<file path="src/rtl/core/slim_pkg.sv">
// Package for the sorted list insert/merge block: data widths, command codes,
// controller state and the command/status bundles between controller and datapath.
// No dependencies.
`default_nettype none

package slim_pkg;

	localparam int unsigned DATA_W = 32;
	localparam int unsigned CMD_W  = 2;
	localparam int unsigned OUSER_W = 3;

	typedef enum logic [CMD_W-1:0] {
		CMD_INS_A = 2'd0,
		CMD_INS_B = 2'd1,
		CMD_MERGE = 2'd2
	} cmd_t;

	typedef enum logic [0:0] {
		ST_IDLE  = 1'b0,
		ST_MERGE = 1'b1
	} state_t;

	// controller -> datapath
	typedef struct packed {
		logic ins_a;        // insert the input value into list A
		logic ins_b;        // insert the input value into list B
		logic emit_elem;    // emit the smaller head and pop it
		logic emit_status;  // emit a result with no element
		logic ovf;          // overflow flag for a status result
	} ctrl_cmd_t;

	// datapath -> controller
	typedef struct packed {
		logic out_free;     // output register can take a result this cycle
		logic a_full;
		logic b_full;
		logic any_left;     // at least one element in either list
		logic one_left;     // exactly one element left across both lists
	} dp_stat_t;

endpackage

`default_nettype wire

</file>
<file path="src/rtl/core/slim_ctrl.sv">
// Controller state machine: decodes accepted commands and sequences a merge,
// one element per free output slot. Depends on slim_pkg.
`default_nettype none

module slim_ctrl (
	input  wire logic                        clk,
	input  wire logic                        arst_n,
	input  wire logic                        in_valid,
	output logic                             in_ready,
	input  wire logic [slim_pkg::CMD_W-1:0]  in_cmd,
	input  wire slim_pkg::dp_stat_t          stat,
	output slim_pkg::ctrl_cmd_t              cmd
);

	slim_pkg::state_t state_q, state_nxt;
	logic             accept;

	assign accept = (state_q == slim_pkg::ST_IDLE) && stat.out_free && in_valid;

	always_ff @(posedge clk or negedge arst_n) begin
		if (!arst_n) begin
			state_q <= slim_pkg::ST_IDLE;
		end else begin
			state_q <= state_nxt;
		end
	end

	always_comb begin
		state_nxt = state_q;
		unique case (state_q)
			slim_pkg::ST_IDLE: begin
				if (accept && (slim_pkg::cmd_t'(in_cmd) == slim_pkg::CMD_MERGE) &&
				    stat.any_left) begin
					state_nxt = slim_pkg::ST_MERGE;
				end
			end
			slim_pkg::ST_MERGE: begin
				if (stat.out_free && stat.one_left) begin
					state_nxt = slim_pkg::ST_IDLE;
				end
			end
			default: state_nxt = slim_pkg::ST_IDLE;
		endcase
	end

	always_comb begin
		cmd      = '0;
		in_ready = 1'b0;
		unique case (state_q)
			slim_pkg::ST_IDLE: begin
				in_ready = stat.out_free;
				if (accept) begin
					unique case (slim_pkg::cmd_t'(in_cmd))
						slim_pkg::CMD_INS_A: begin
							cmd.ins_a       = !stat.a_full;
							cmd.ovf         = stat.a_full;
							cmd.emit_status = 1'b1;
						end
						slim_pkg::CMD_INS_B: begin
							cmd.ins_b       = !stat.b_full;
							cmd.ovf         = stat.b_full;
							cmd.emit_status = 1'b1;
						end
						slim_pkg::CMD_MERGE: begin
							// empty merge still yields one closing result
							cmd.emit_status = !stat.any_left;
						end
						default: begin
						end
					endcase
				end
			end
			slim_pkg::ST_MERGE: begin
				cmd.emit_elem = stat.out_free;
			end
			default: begin
			end
		endcase
	end

endmodule

`default_nettype wire

</file>
<file path="config.mk">
export PLATFORM = sky130hd
export DESIGN_NAME = slim_ctrl
export DESIGN_NICKNAME = d
export VERILOG_FILES = /design/src/rtl/core/slim_pkg.sv /design/src/rtl/core/slim_ctrl.sv
export SDC_FILE = /design/constraint.sdc
export NUM_CORES = 1
export LEC_CHECK = 0
export ABC_AREA = 1
export BUFFER_PORTS_ARGS = -buffer_cell sky130_fd_sc_hd__buf_2
export CAP_MARGIN = 20
export CORE_AREA = 8 8 45 47
export DETAILED_ROUTE_END_ITERATION = 6
export DIE_AREA = 0 0 53 55
export HOLD_SLACK_MARGIN = 0.1
export PLACE_DENSITY = 0.3
export SYNTH_ARGS = -nofsm -noshare
export SYNTH_HDL_FRONTEND = slang
export SYNTH_SLANG_ARGS = --single-unit
</file>
<file path="constraint.sdc">
create_clock -name clk -period 1.7 [get_ports clk]
set_clock_uncertainty 0.1 [all_clocks]
set_input_delay 0 -clock clk [delete_from_list [all_inputs] [get_ports clk]]
set_output_delay 0 -clock clk [all_outputs]
set_load 0.05 [all_outputs]
</file>
### Word-level counts from Yosys, hierarchy flattened

Index checks and enable logic that the tools add are counted.

* register bits: 1
* input bits: 10
* output and inout bits: 6
* logic and storage cells: 27

* equal/unequal tests: 2
* multiplexer cells: 13
* bitwise gates (word level): 1
* reductions and logical operators: 10

Operator list (count)
* 2-to-1 mux 2 bit: 4
* 2-to-1 mux 1 bit: 6
* one-hot mux 1 bit (2 select lines): 3
* logical AND 1 bit: 5
* zero test 1 bit: 3
* equality test 2 x 1 -> 1 bit (second input constant): 1
* equality test 2 bit (second input constant): 1
* zero test 2 bit: 1
* OR reduction 2 bit: 1
* NOT 1 bit: 1

### Depth between registers and ports, before layout

* depth in word-level cells: 7
* mapped depth: 5
* gate-level depth less buffers: 5

### Least setup slack after synthesis

No wires, ideal clock.

* kind: reg-to-output
* from: register state_q
* to: output port cmd[3] in the netlist's numbering
* data arrival time: 1595 ps
* required time: 1600 ps
* path slack: 5 ps
* cell stages (with the launch flop): 4
* buffers on the path: 0
* path through: dfrtp_1 inv_1 nand3_2 nor3_1

RTL lines
* from (decl): line slim_ctrl.sv:15 `slim_pkg::state_t state_q, state_nxt;`
* from (signal assigned): line slim_ctrl.sv:22 `state_q <= slim_pkg::ST_IDLE;`
* from (signal assigned): line slim_ctrl.sv:24 `state_q <= state_nxt;`
* to (decl): line slim_ctrl.sv:12 `output slim_pkg::ctrl_cmd_t cmd`

==> run_results.csv <==
group,metric,value,unit
outcome,status,"finished clean",
synthesis,ys_ff_latch,1,
routing,wirelength,484,µm
placement,port_buffers,15,
placement,hpwl,441,µm
timing,final-hold-violation-count,0,
power_and_ir_drop,p_comb_frac,0.682,
power_and_ir_drop,p_int,0.0000449,W
floorplanning,rows,14,
routing,first_pass_iters,3,
placement,post_dp_cell_area,228,µm²
setup_path,reg2reg_from,"state_q$_DFF_PN0_",
routing,wl_per_cell,8.34,µm
setup_path,crit_fanout,5,
synthesis,synth_area_per_cell,5.10,µm²
layout,layout.nets,54,
floorplanning,coreArea,0.00138,mm²
floorplanning,die_w,53,µm
power_and_ir_drop,p_leak,0.160,nW
power_and_ir_drop,switching_share,0.475,
floorplanning,die_y,55,µm
worst_hold_path,worstHoldStart,"stat[0]",
layout,largest_reg_flops,1,
grt,grt_max_degree,6,
synthesis,synth_cells,26,
grt,grt_pass1_wl,765,µm
layout,final_area,238,µm²
setup_path,r2r_setup_slack,0.79,ns
setup_path,end_kind,"output port",
synthesis,synth.cell_area,133,µm²
timing,worstMarginPinSlew,0.254,ns
grt,overflow,0,
timing,setup_ws,0.597,ns
timing,finalSetupViolCount,0,
worst_hold_path,holdPathEnd,"state_q$_DFF_PN0_",
grt,track_usage,0.0311,
timing,period_needed,1.10,ns
floorplanning,start_util,0.0958,
setup_path,critPathLaunchType,"flop",
floorplanning,pin_count,16,
setup_path,required,1.60,ns
power_and_ir_drop,power_frac_seq,0.318,
synthesis,ys_warn_count,0,
power_and_ir_drop,powerDensity,360,mW/mm²
timing,holdWs,0.156,ns
timing,grt_setup_unrepaired,"false",
power_and_ir_drop,p_total,0.0000856,W
setup_path,arrival,1.00,ns
timing,fin_setup_tns,0,ns
placement,globalplace.congestion,0.621,
layout,reg_top3,"state_q (1)",
timing,fmax,0.906,GHz
timing,period_share,0.649,
routing,vias,207,
layout,fillers,176,
routing,drc_errors,0,
layout,syn_to_final_growth,79.2,%
synthesis,ys_seq_area_frac,0.189,
power_and_ir_drop,pwr-share-clk,0,
clock_tree,clk_latency,0,ns
timing,drv_slew,0,
synthesis,synth_cell_types,8,
power_and_ir_drop,ir_drop,0.000124,V
layout,drive_above_1_share,0.381,
layout,n_antenna_cell,0,
synthesis,syn-num-nets,36,
job,cap_violations,0,
routing,drtIter0Drc,3,
clock_tree,clk_pin_slew,0,ns
routing,vias_per_cell,3.57,
grt,grt_antenna_before_repair,0,
setup_path,crit_type,"flop to output port",
worst_hold_path,min_path_type,"input port to flop",
placement,pre_cts_ws,0.568,ns
routing,ant_nets,0,
floorplanning,dieArea,0.00292,mm²
timing,slew_headroom,0.832,
power_and_ir_drop,switching_power,0.0000407,W
setup_path,worstRegToRegCells,5,
grt,grt_pass1_vias,199,
setup_path,r2r_end,"state_q$_DFF_PN0_",
layout,top_register,"state_q",
worst_hold_path,holdPathStages,4,
## worst max-delay path by stage
stage,to,cells after the start,start
finish,cmd[3],4,state_q$_DFF_PN0_
global route,cmd[3],4,state_q$_DFF_PN0_
CTS,cmd[3],4,state_q$_DFF_PN0_
detailed placement,cmd[3],4,state_q$_DFF_PN0_
global placement,cmd[3],4,state_q$_DFF_PN0_
floorplan,cmd[3],3,state_q$_DFF_PN0_
## final cells by class
| class | instances | area, µm² | area share |
|---|---|---|---|
| multi-input cells | 18 | 81.3 | 0.342 |
| inverters | 7 | 26.3 | 0.111 |
| repair buffers | 16 | 85.1 | 0.358 |
| flip-flops and latches | 1 | 25.0 | 0.105 |
| well taps | 16 | 20.0 | 0.0842 |
## cells by family after synthesis
group                  synth area share
and+or+nand+nor                   0.538
buffers and inverters             0.198
AOI/OAI and AO/OA                0.0755
DFF                               0.189
## power groups by stage
stage | clock network (W) | registers [W] | logic, W
finish | 0 | 0.0000272 | 0.0000584
global route | 0 | 0.0000277 | 0.0000643
CTS | 0 | 0.0000273 | 0.0000596
detailed placement | 0 | 0.0000273 | 0.0000578
global placement | 0 | 0.0000273 | 0.0000581
floorplan | 0 | 0.0000269 | 0.0000364
## per-stage QoR
stage	cells	utilization
final	58	0.172
after global routing	58	0.172
after CTS	58	0.172
after detailed placement	57	0.165
after global placement	57	0.165
after floorplan	26	-
## critical path: stages (launching register included)
cell and delay, ns:
dfrtp_1 0.37, inv_1 0.08, nand3_2 0.12, nor3_1 0.14, buf_2 0.29
## repair_timing
| action | in CTS | in global routing |
|---|---|---|
| hold endpoints to repair | 1 | 0 |
| resized for setup | 0 | 0 |
| hold buffers | 1 | 0 |
| buffers inserted | 0 | 0 |
## cell usage in the layout, fill, tap and decap left out
cell,count
a21oi_1,2
buf_2,15
dfrtp_1,1
dlygate4sd3_1,1
inv_1,7
nand2_1,10
nand3_1,2
nand3_2,1
nor2_1,1
nor3_1,2
## cell usage after synthesis
library cell / n / area, µm²
dfrtp_1: 1 / 25.0
a21oi_1: 2 / 10.0
nor3_1: 2 / 10.0
nor2_1: 1 / 3.75
nand2_1: 10 / 37.5
nand3_1: 2 / 10.0
nand3_2: 1 / 10.0
inv_1: 7 / 26.3
## layer usage
metal / global-route usage / routed length, µm
met1: 0.0303 / 193
met2: 0.0625 / 236
met3: 0.0134 / 54
met4: 0 / 0
met5: 0 / 0
No activity file was read; power rests on OpenSTA's default activity.
